===== src/design/sddc_pkg.sv =====
`timescale 1ns / 1ps
// ----------------------------------------------------------------------------
// sddc_pkg
// Shared types, constants and register codes for the debounce event counter.
// ----------------------------------------------------------------------------
package sddc_pkg;

    localparam int CHANNELS_DEF   = 2;
    localparam int TIME_BITS_DEF  = 32;

    localparam int NOW_W          = 32;
    localparam int HOUR_W         = 5;
    localparam int MINUTE_W       = 6;
    localparam int COUNT_W        = 32;
    localparam int INTERVAL_W     = 16;
    localparam int DAYMIN_W       = 11;   // 31*60+63 fits
    localparam int CFG_IDX_W      = 3;
    localparam int CFG_DATA_W     = 16;

    localparam logic [DAYMIN_W-1:0] MIN_PER_HOUR = DAYMIN_W'(60);

    // register indexes
    localparam logic [CFG_IDX_W-1:0] CFG_DEBOUNCE     = 3'd0;
    localparam logic [CFG_IDX_W-1:0] CFG_ACTIVE_LOW   = 3'd1;
    localparam logic [CFG_IDX_W-1:0] CFG_SCHED_EN     = 3'd2;
    localparam logic [CFG_IDX_W-1:0] CFG_START_HOUR   = 3'd3;
    localparam logic [CFG_IDX_W-1:0] CFG_START_MINUTE = 3'd4;
    localparam logic [CFG_IDX_W-1:0] CFG_STOP_HOUR    = 3'd5;
    localparam logic [CFG_IDX_W-1:0] CFG_STOP_MINUTE  = 3'd6;

    typedef struct packed {
        logic [INTERVAL_W-1:0] debounce_interval_ms;
        logic                  active_low;
        logic                  schedule_enabled;
        logic [HOUR_W-1:0]     start_hour;
        logic [MINUTE_W-1:0]   start_minute;
        logic [HOUR_W-1:0]     stop_hour;
        logic [MINUTE_W-1:0]   stop_minute;
    } t_cfg;

    localparam t_cfg CFG_RESET = '{
        debounce_interval_ms: INTERVAL_W'(50),
        active_low:           1'b1,
        schedule_enabled:     1'b0,
        start_hour:           HOUR_W'(7),
        start_minute:         MINUTE_W'(0),
        stop_hour:            HOUR_W'(16),
        stop_minute:          MINUTE_W'(0)
    };

    typedef struct packed {
        logic [COUNT_W-1:0] event_count;
        logic               counted;
        logic               window_open;
    } t_result;

    // per-tick control handed from the gate/lanes to the merging stage
    typedef struct packed {
        logic accept;
        logic clear;
        logic window_open;
    } t_tick_ctl;

endpackage


===== src/design/sddc_if.sv =====
`timescale 1ns / 1ps
// ----------------------------------------------------------------------------
// sddc_if
// Valid/ready channels for sample ticks, results and register writes.
// ----------------------------------------------------------------------------
interface sddc_in_if;
    logic                            valid;
    logic                            ready;
    logic [sddc_pkg::NOW_W-1:0]      now_ms;
    logic                            switch_a_level;
    logic                            switch_b_level;
    logic [sddc_pkg::HOUR_W-1:0]     hour_of_day;
    logic [sddc_pkg::MINUTE_W-1:0]   minute_of_hour;
    logic                            clear_count;

    modport source (output valid, now_ms, switch_a_level, switch_b_level, hour_of_day,
                    minute_of_hour, clear_count, input ready);
    modport sink   (input valid, now_ms, switch_a_level, switch_b_level, hour_of_day,
                    minute_of_hour, clear_count, output ready);
endinterface

interface sddc_out_if;
    logic                            valid;
    logic                            ready;
    logic [sddc_pkg::COUNT_W-1:0]    event_count;
    logic                            counted;
    logic                            window_open;

    modport source (output valid, event_count, counted, window_open, input ready);
    modport sink   (input valid, event_count, counted, window_open, output ready);
endinterface

interface sddc_cfg_if;
    logic                              valid;
    logic                              ready;
    logic [sddc_pkg::CFG_IDX_W-1:0]    index;
    logic [sddc_pkg::CFG_DATA_W-1:0]   data;

    modport source (output valid, index, data, input ready);
    modport sink   (input valid, index, data, output ready);
endinterface


===== src/design/sddc_window.sv =====
`timescale 1ns / 1ps
// ----------------------------------------------------------------------------
// sddc_window
// Time-of-day gate; a window whose start is after its stop wraps midnight.
// ----------------------------------------------------------------------------
module sddc_window (
    input  sddc_pkg::t_cfg                   i_cfg,
    input  logic [sddc_pkg::HOUR_W-1:0]      i_hour,
    input  logic [sddc_pkg::MINUTE_W-1:0]    i_minute,
    output logic                             o_open
);

    logic [sddc_pkg::DAYMIN_W-1:0] w_t;
    logic [sddc_pkg::DAYMIN_W-1:0] w_s;
    logic [sddc_pkg::DAYMIN_W-1:0] w_e;

    assign w_t = sddc_pkg::DAYMIN_W'(i_hour) * sddc_pkg::MIN_PER_HOUR
               + sddc_pkg::DAYMIN_W'(i_minute);
    assign w_s = sddc_pkg::DAYMIN_W'(i_cfg.start_hour) * sddc_pkg::MIN_PER_HOUR
               + sddc_pkg::DAYMIN_W'(i_cfg.start_minute);
    assign w_e = sddc_pkg::DAYMIN_W'(i_cfg.stop_hour) * sddc_pkg::MIN_PER_HOUR
               + sddc_pkg::DAYMIN_W'(i_cfg.stop_minute);

    always_comb begin
        if (!i_cfg.schedule_enabled) begin
            o_open = 1'b1;
        end else if (w_s <= w_e) begin
            o_open = (w_t >= w_s) && (w_t < w_e);
        end else begin
            o_open = (w_t >= w_s) || (w_t < w_e);
        end
    end

endmodule


===== src/design/sddc_lane.sv =====
`timescale 1ns / 1ps
// ----------------------------------------------------------------------------
// sddc_lane
// One switch channel: settle timer, stable level and activation detect.
// ----------------------------------------------------------------------------
module sddc_lane #(
    parameter int TIME_BITS = sddc_pkg::TIME_BITS_DEF
) (
    input  logic                               i_clk,
    input  logic                               i_rst_n,
    input  logic                               i_en,
    input  logic                               i_raw,
    input  logic [sddc_pkg::NOW_W-1:0]         i_now,
    input  logic [sddc_pkg::INTERVAL_W-1:0]    i_interval,
    input  logic                               i_active_level,
    output logic                               o_hit
);

    logic                 r_settle;
    logic                 r_stable;
    logic [TIME_BITS-1:0] r_last;
    logic                 n_settle;
    logic                 n_stable;
    logic [TIME_BITS-1:0] n_last;
    logic [TIME_BITS-1:0] w_now;
    logic [TIME_BITS-1:0] w_elapsed;
    logic                 w_update;

    assign w_now = TIME_BITS'(i_now);

    always_comb begin
        n_settle = r_settle;
        n_last   = r_last;
        if (i_raw != r_settle) begin
            n_settle = i_raw;
            n_last   = w_now;
        end
        // a fresh change gives zero elapsed time, so it never promotes at once
        w_elapsed = w_now - n_last;
        w_update  = (w_elapsed > TIME_BITS'(i_interval)) && (n_settle != r_stable);
        n_stable  = w_update ? n_settle : r_stable;
        o_hit     = i_en && w_update && (n_settle == i_active_level);
    end

    always_ff @(posedge i_clk) begin
        if (!i_rst_n) begin
            r_settle <= 1'b1;
            r_stable <= 1'b1;
            r_last   <= '0;
        end else if (i_en) begin
            r_settle <= n_settle;
            r_stable <= n_stable;
            r_last   <= n_last;
        end
    end

endmodule


===== src/design/sddc_merge.sv =====
`timescale 1ns / 1ps
// ----------------------------------------------------------------------------
// sddc_merge
// Combines lane activations into the event count; two-entry result buffer.
// ----------------------------------------------------------------------------
module sddc_merge #(
    parameter int CHANNELS = sddc_pkg::CHANNELS_DEF
) (
    input  logic                      i_clk,
    input  logic                      i_rst_n,
    input  sddc_pkg::t_tick_ctl       i_ctl,
    input  logic [CHANNELS-1:0]       i_hits,
    output logic                      o_in_ready,
    output logic                      o_valid,
    input  logic                      i_ready,
    output sddc_pkg::t_result         o_result
);

    logic [sddc_pkg::COUNT_W-1:0] r_count;
    logic [sddc_pkg::COUNT_W-1:0] n_count;
    logic                         w_hit;
    logic                         w_pop;
    sddc_pkg::t_result            w_new;
    sddc_pkg::t_result            r_out;
    sddc_pkg::t_result            r_skid;
    logic                         r_out_valid;
    logic                         r_skid_valid;

    assign w_hit = |i_hits;

    always_comb begin
        n_count = r_count;
        if (i_ctl.clear) begin
            n_count = '0;
        end else if (w_hit) begin
            n_count = r_count + 1'b1;
        end
        w_new.event_count = n_count;
        w_new.counted     = w_hit && !i_ctl.clear;
        w_new.window_open = i_ctl.window_open;
    end

    always_ff @(posedge i_clk) begin
        if (!i_rst_n) begin
            r_count <= '0;
        end else if (i_ctl.accept) begin
            r_count <= n_count;
        end
    end

    assign w_pop      = r_out_valid && i_ready;
    assign o_in_ready = !r_skid_valid;
    assign o_valid    = r_out_valid;
    assign o_result   = r_out;

    // head register plus skid entry; a request is only taken while skid is free
    always_ff @(posedge i_clk) begin
        if (!i_rst_n) begin
            r_out_valid  <= 1'b0;
            r_skid_valid <= 1'b0;
        end else if (w_pop) begin
            if (r_skid_valid) begin
                r_out <= r_skid;
                if (i_ctl.accept) begin
                    r_skid <= w_new;
                end else begin
                    r_skid_valid <= 1'b0;
                end
            end else if (i_ctl.accept) begin
                r_out <= w_new;
            end else begin
                r_out_valid <= 1'b0;
            end
        end else if (i_ctl.accept) begin
            if (!r_out_valid) begin
                r_out       <= w_new;
                r_out_valid <= 1'b1;
            end else begin
                r_skid       <= w_new;
                r_skid_valid <= 1'b1;
            end
        end
    end

    a_skid_behind_head: assert property (@(posedge i_clk) disable iff (!i_rst_n)
        r_skid_valid |-> r_out_valid)
        else $error("skid entry held without a head result");

    a_clear_zeroes: assert property (@(posedge i_clk) disable iff (!i_rst_n)
        (i_ctl.accept && i_ctl.clear) |=> (r_count == '0))
        else $error("clear did not zero the count");

    a_hit_increments: assert property (@(posedge i_clk) disable iff (!i_rst_n)
        (i_ctl.accept && !i_ctl.clear && w_hit)
            |=> (r_count == $past(r_count) + 1'b1))
        else $error("activation did not advance the count");

    a_idle_holds: assert property (@(posedge i_clk) disable iff (!i_rst_n)
        !i_ctl.accept |=> $stable(r_count))
        else $error("count moved without a request");

endmodule


===== src/design/scheduled_dual_switch_debounce_counter.sv =====
`timescale 1ns / 1ps
// ----------------------------------------------------------------------------
// scheduled_dual_switch_debounce_counter
// Debounces switch channels in parallel lanes and counts activations, gated
// by a time-of-day window.
// ----------------------------------------------------------------------------
//  Channel   Dir   Payload                                      Handshake
//  i_in      in    now_ms, switch levels, hour, minute, clear   valid/ready
//  o_out     out   event_count, counted, window_open            valid/ready
//  i_cfg     in    index (3b), data (16b)                       valid/ready
//
//  One request per cycle while i_in.ready is high. Lane state and count update
//  as the request is taken and its result is registered; a two-entry output
//  buffer lets one further request in while a result waits.
//  i_in.ready drops only when both output entries are full.
//  Reset (i_rst_n low, synchronous) restores register defaults, sets levels
//  high, timestamps and count to zero and empties the output buffer.
//  Register writes are always taken.
// ----------------------------------------------------------------------------
module scheduled_dual_switch_debounce_counter #(
    parameter int CHANNELS  = sddc_pkg::CHANNELS_DEF,
    parameter int TIME_BITS = sddc_pkg::TIME_BITS_DEF
) (
    input  logic        i_clk,
    input  logic        i_rst_n,
    sddc_in_if.sink     i_in,
    sddc_out_if.source  o_out,
    sddc_cfg_if.sink    i_cfg
);

    sddc_pkg::t_cfg      r_cfg;
    sddc_pkg::t_tick_ctl w_ctl;
    sddc_pkg::t_result   w_result;
    logic                w_in_ready;
    logic                w_open;
    logic                w_accept;
    logic [CHANNELS-1:0] w_raw;
    logic [CHANNELS-1:0] w_hits;

    // register file
    assign i_cfg.ready = 1'b1;

    always_ff @(posedge i_clk) begin
        if (!i_rst_n) begin
            r_cfg <= sddc_pkg::CFG_RESET;
        end else if (i_cfg.valid) begin
            unique case (i_cfg.index)
                sddc_pkg::CFG_DEBOUNCE:     r_cfg.debounce_interval_ms <= i_cfg.data;
                sddc_pkg::CFG_ACTIVE_LOW:   r_cfg.active_low <= i_cfg.data[0];
                sddc_pkg::CFG_SCHED_EN:     r_cfg.schedule_enabled <= i_cfg.data[0];
                sddc_pkg::CFG_START_HOUR:
                    r_cfg.start_hour <= i_cfg.data[sddc_pkg::HOUR_W-1:0];
                sddc_pkg::CFG_START_MINUTE:
                    r_cfg.start_minute <= i_cfg.data[sddc_pkg::MINUTE_W-1:0];
                sddc_pkg::CFG_STOP_HOUR:
                    r_cfg.stop_hour <= i_cfg.data[sddc_pkg::HOUR_W-1:0];
                sddc_pkg::CFG_STOP_MINUTE:
                    r_cfg.stop_minute <= i_cfg.data[sddc_pkg::MINUTE_W-1:0];
                default: ;
            endcase
        end
    end

    assign i_in.ready = w_in_ready;
    assign w_accept   = i_in.valid && w_in_ready;

    sddc_window u_window (
        .i_cfg    (r_cfg),
        .i_hour   (i_in.hour_of_day),
        .i_minute (i_in.minute_of_hour),
        .o_open   (w_open)
    );

    // channels beyond the two switch inputs idle high
    always_comb begin
        w_raw    = '1;
        w_raw[0] = i_in.switch_a_level;
        if (CHANNELS > 1) begin
            w_raw[CHANNELS > 1 ? 1 : 0] = i_in.switch_b_level;
        end
    end

    for (genvar g = 0; g < CHANNELS; g++) begin : g_lane
        sddc_lane #(
            .TIME_BITS (TIME_BITS)
        ) u_lane (
            .i_clk          (i_clk),
            .i_rst_n        (i_rst_n),
            .i_en           (w_accept && w_open),
            .i_raw          (w_raw[g]),
            .i_now          (i_in.now_ms),
            .i_interval     (r_cfg.debounce_interval_ms),
            .i_active_level (!r_cfg.active_low),
            .o_hit          (w_hits[g])
        );
    end

    assign w_ctl.accept      = w_accept;
    assign w_ctl.clear       = i_in.clear_count;
    assign w_ctl.window_open = w_open;

    sddc_merge #(
        .CHANNELS (CHANNELS)
    ) u_merge (
        .i_clk      (i_clk),
        .i_rst_n    (i_rst_n),
        .i_ctl      (w_ctl),
        .i_hits     (w_hits),
        .o_in_ready (w_in_ready),
        .o_valid    (o_out.valid),
        .i_ready    (o_out.ready),
        .o_result   (w_result)
    );

    assign o_out.event_count = w_result.event_count;
    assign o_out.counted     = w_result.counted;
    assign o_out.window_open = w_result.window_open;

endmodule

===== src/flat_wrapper.sv =====
// flat-port wrapper written by rule: the top's interface ports become plain ports
module scheduled_dual_switch_debounce_counter_flat 
#(
    parameter int CHANNELS  = sddc_pkg::CHANNELS_DEF,
    parameter int TIME_BITS = sddc_pkg::TIME_BITS_DEF
)
  (i_clk, i_rst_n, i_in_valid, i_in_now_ms, i_in_switch_a_level, i_in_switch_b_level, i_in_hour_of_day, i_in_minute_of_hour, i_in_clear_count, i_in_ready, o_out_valid, o_out_event_count, o_out_counted, o_out_window_open, o_out_ready, i_cfg_valid, i_cfg_index, i_cfg_data, i_cfg_ready);
  sddc_in_if i_in_i ();
  sddc_out_if o_out_i ();
  sddc_cfg_if i_cfg_i ();
  input  logic i_clk;
  input  logic i_rst_n;
  input wire logic [$bits(i_in_i.valid)-1:0] i_in_valid;
  input wire logic [$bits(i_in_i.now_ms)-1:0] i_in_now_ms;
  input wire logic [$bits(i_in_i.switch_a_level)-1:0] i_in_switch_a_level;
  input wire logic [$bits(i_in_i.switch_b_level)-1:0] i_in_switch_b_level;
  input wire logic [$bits(i_in_i.hour_of_day)-1:0] i_in_hour_of_day;
  input wire logic [$bits(i_in_i.minute_of_hour)-1:0] i_in_minute_of_hour;
  input wire logic [$bits(i_in_i.clear_count)-1:0] i_in_clear_count;
  output wire logic [$bits(i_in_i.ready)-1:0] i_in_ready;
  output wire logic [$bits(o_out_i.valid)-1:0] o_out_valid;
  output wire logic [$bits(o_out_i.event_count)-1:0] o_out_event_count;
  output wire logic [$bits(o_out_i.counted)-1:0] o_out_counted;
  output wire logic [$bits(o_out_i.window_open)-1:0] o_out_window_open;
  input wire logic [$bits(o_out_i.ready)-1:0] o_out_ready;
  input wire logic [$bits(i_cfg_i.valid)-1:0] i_cfg_valid;
  input wire logic [$bits(i_cfg_i.index)-1:0] i_cfg_index;
  input wire logic [$bits(i_cfg_i.data)-1:0] i_cfg_data;
  output wire logic [$bits(i_cfg_i.ready)-1:0] i_cfg_ready;
  assign i_in_i.valid = i_in_valid;
  assign i_in_i.now_ms = i_in_now_ms;
  assign i_in_i.switch_a_level = i_in_switch_a_level;
  assign i_in_i.switch_b_level = i_in_switch_b_level;
  assign i_in_i.hour_of_day = i_in_hour_of_day;
  assign i_in_i.minute_of_hour = i_in_minute_of_hour;
  assign i_in_i.clear_count = i_in_clear_count;
  assign i_in_ready = i_in_i.ready;
  assign o_out_valid = o_out_i.valid;
  assign o_out_event_count = o_out_i.event_count;
  assign o_out_counted = o_out_i.counted;
  assign o_out_window_open = o_out_i.window_open;
  assign o_out_i.ready = o_out_ready;
  assign i_cfg_i.valid = i_cfg_valid;
  assign i_cfg_i.index = i_cfg_index;
  assign i_cfg_i.data = i_cfg_data;
  assign i_cfg_ready = i_cfg_i.ready;
  scheduled_dual_switch_debounce_counter #(.CHANNELS(CHANNELS), .TIME_BITS(TIME_BITS)) u_core (.i_clk(i_clk), .i_rst_n(i_rst_n), .i_in(i_in_i), .o_out(o_out_i), .i_cfg(i_cfg_i));
endmodule

===== config.mk =====
export PLATFORM = sky130hd
export DESIGN_NAME = scheduled_dual_switch_debounce_counter_flat
export DESIGN_NICKNAME = d
export VERILOG_FILES = /design/src/design/sddc_pkg.sv /design/src/design/sddc_if.sv /design/src/design/sddc_window.sv /design/src/design/sddc_lane.sv /design/src/design/sddc_merge.sv /design/src/design/scheduled_dual_switch_debounce_counter.sv /design/src/flat_wrapper.sv
export SDC_FILE = /design/constraint.sdc
export NUM_CORES = 1
export LEC_CHECK = 0
export BUFFER_PORTS_ARGS = -buffer_cell sky130_fd_sc_hd__buf_2
export CORE_ASPECT_RATIO = 1.5
export CORE_MARGIN = 3
export CORE_UTILIZATION = 55
export DETAILED_ROUTE_END_ITERATION = 8
export MAX_ROUTING_LAYER = met4
export PLACE_DENSITY = 0.73
export REMOVE_ABC_BUFFERS = 1
export SKIP_CTS_REPAIR_TIMING = 1
export SYNTH_ARGS = -nofsm -noshare
export SYNTH_HDL_FRONTEND = slang
export SYNTH_HIERARCHICAL = 1
export SYNTH_SLANG_ARGS = --single-unit
export TNS_END_PERCENT = 1

===== constraint.sdc =====
create_clock -name i_clk -period 8.8 [get_ports i_clk]
set_input_delay 0.44 -clock i_clk [delete_from_list [all_inputs] [get_ports i_clk]]
set_output_delay 0.44 -clock i_clk [all_outputs]
set_load 0.01 [all_outputs]

==> flow_summary.ini <==
[logic_synthesis]
synth.cell_area_mm2 = 0.0184
yosysWarnings = 6
synth_top_family_by_area = simple AND/OR/NAND/NOR gates
post-synth-top-count-cell = nand2_1
synth_simple_gate_area_share_pct = 21.8
ys_top_cells_by_count = nand2_1, inv_1, ha_1
syn_inst = 2229
synth-edff-count = 68
synth.ff_latch_count = 210
ys_seq_area_share_pct = 26.5
synth_xor_xnor_area_share_pct = 5.23
yosys.area.top_type = dfxtp_1
ys.flop_type = dfxtp_1
netlist_top_cells_area = dfxtp_1, edfxtp_1, ha_1, nand2_1, mux2i_1
synth_compound_area_share_pct = 21.5
synthArstFlopShare_pct = 0
yosysTopAreaCellShare_pct = 15.4
synth_fa_ha_area_share_pct = 13.6
yosys.cell_types.count = 118
syn_area_per_cell_um2 = 8.26
synthMuxAreaShare_pct = 5.48

[placed_design]
dp.cells = 2663
place_area_mm2 = 0.0191
dpl.hpwl_um = 38800
routabilityCongestion = 0.925
io_buffers = 105
place_ws_ns = 0.638

[grt]
gr-total-overflow = 0
grt_pass1_vias = 15900
grt_max_degree = 85
grt_pass1_wl_um = 80900
antenna_found_initial = 1
groute.usage.overall_pct = 28.0

[clocking]
cts_tree = built
cts.sinks = 210
clkTransAtPathRegs_ns = 0.06
cts_buffers = 23
htree_levels = 1
root_buffer = clkbuf_16
clock_latency_ns = 0.54
max-clock-path-buffers = 3

[sta]
fin_skew_ns = 0.0176
period_share_pct = 91.4
setup_tns_ns = 0
finalHoldViolCount = 0
rsz0062_at_grt = no
setup_viol = 0
worstMarginPinSlew_ns = 1.07
slew_viol_final = 0
fmax_ghz = 0.124
period_needed_ns = 8.04
relSlewSlack_pct = 28.3
fin_ws_ns = 0.760

[cells_and_area]
final_area_mm2 = 0.0199
area_growth_pct = 8.21
layout-drive-gt1-share_pct = 10.6
final_cells = 2706
layout.nets = 2522
final_util_pct = 60.7

[setup_path]
cpPeakStageDelay_ns = 0.80
required_ns = 9.08
slowest_stage = ha_2
crit_arrival_ns = 8.32
critPathTopFamily = simple AND/OR/NAND/NOR gates
worst_setup_path_start_kind = flip-flop
cp_max_fo = 25
worstSetupEndpointType = flip-flop
path_class = reg -> reg
critPathMostFrequentCell = ha_1
worst-path-buf-inv = 2

[floorplanning]
die_w_um = 155
rows = 81
die_height_um = 230
initial_core_util_pct = 56.1
ios = 107
core_mm2 = 0.0328
die-area_mm2 = 0.0358

[power]
p_leak_nw = 8.38
p_per_area_mw_per_mm2 = 176
intPower_w = 0.00220
switching_share_pct = 37.2
p_sw_w = 0.00131
ir_worst_vdd_mv = 0.154
pwr-share-seq_pct = 30.7
p_clk_share_pct = 29.6
pwr-share-comb_pct = 39.7

[drt]
drt_first_pass_iters = 5
wire_per_inst_um = 18.6
drt_iter0_drc = 838
dr_total_vias = 16400
drc = 0
ant_nets = 0
totalWireLength_um = 50200
routed_via_density = 6.07

[run]
maxCapViolations = 0

[status]
status = complete, no violations

[hold_path]
hold_path.class = in -> reg
## per-stage QoR
| stage | hold WS [ns] | power [W] |
|---|---|---|
| 5_1_grt | 0.141 | 0.00374 |
| 3_3_place_gp | 0.452 | 0.00243 |
| 6_report | 0.145 | 0.00351 |
| 2_1_floorplan | 0.439 | 0.00210 |
| 4_1_cts | 0.122 | 0.00352 |
| 3_5_place_dp | 0.459 | 0.00247 |
## cell families (layout without fill, tap and decap cells)
| logic type | Yosys count | after routing |
|---|---|---|
| flops | 210 | 210 |
| other cells | 1 | 2 |
| simple gates | 798 | 798 |
| xor+xnor | 109 | 109 |
| mux | 100 | 100 |
| fa+ha+maj | 187 | 187 |
| buf+inv | 260 | 321 |
| compound gates | 564 | 564 |
## power groups by stage
stage / combinational [W] / clock [W] / sequential [W]
2_1_floorplan: 0.00101 / 0 / 0.00109
3_3_place_gp: 0.00134 / 0 / 0.00109
3_5_place_dp: 0.00137 / 0 / 0.00110
4_1_cts: 0.00138 / 0.00106 / 0.00108
5_1_grt: 0.00156 / 0.00110 / 0.00108
6_report: 0.00139 / 0.00104 / 0.00108
## final timing paths
check                                                start                                     to  slack [ns]  cells after the start
max          u_core/g_lane[1].u_lane/r_settle$_SDFFE_PN1P_  u_core/u_merge/o_result[21]$_DFFE_PP_        0.76                     27
min                                         i_cfg_data[11]          u_core/r_cfg[35]$_SDFFE_PN0P_        0.15                      3
max reg2reg  u_core/g_lane[1].u_lane/r_settle$_SDFFE_PN1P_  u_core/u_merge/o_result[21]$_DFFE_PP_        0.76                     27
min reg2reg                   u_core/r_cfg[2]$_SDFFE_PN0P_           u_core/r_cfg[2]$_SDFFE_PN0P_        0.47                      2
## per-layer routing
| metal | GRT usage [%] | share of wire, % | wire length (um) |
|---|---|---|---|
| met1 | 32.8 | 41 | 20500 |
| met2 | 48.8 | 51 | 25400 |
| met3 | 2.79 | 4.1 | 2070 |
| met4 | 11.9 | 4.5 | 2260 |
| met5 | - | 0 | 0 |
## tightest hold or removal path: cells and delay by family
family                 cells  cell delay, ns
muxes                      1            0.05
and+or+nand+nor            1            0.04
buffers and inverters      1            0.10
## area by class of cell
cell class                 count  area, um2
fill                        2988      12900
multi-input combinational   1759      12500
inverter                     159        597
timing repair buffer         120        641
sequential                   210       4880
tap                          415        519
clock inverter                18        210
clock buffer                  24        589
antenna                        1       2.50
## placed cells by master (no fill, tap or decap), types with 16 or more instances in the layout
master,n
a31oi_1,25
nand2b_1,34
fa_1,24
nand2_1,298
a21oi_1,124
a21o_1,22
nor2_1,149
buf_4,16
a21boi_0,29
clkbuf_16,23
nand3_1,46
o31ai_1,35
xnor2_1,60
buf_2,104
nor3_1,30
mux2i_1,93
ha_1,153
edfxtp_1,68
nor4_1,18
and3_1,17
o211ai_1,24
dfxtp_1,142
inv_1,157
o21ai_0,107
o211a_1,38
nand4_1,33
xor2_1,48
nor2b_1,54
## flip-flops by register name, indices dropped and copies added, names as in the netlist
signal and flops:
u_core/u_merge/r_count 32, u_core/g_lane.u_lane/r_stable 2, u_core/u_merge/r_skid_valid 1, u_core/r_cfg 40, u_core/g_lane.u_lane/r_last 64, u_core/g_lane.u_lane/r_settle 2, u_core/u_merge/o_result 34, u_core/u_merge/o_valid 1
u_core/u_merge/r_skid 34
Note: power is estimated with default switching activity, not from simulation.
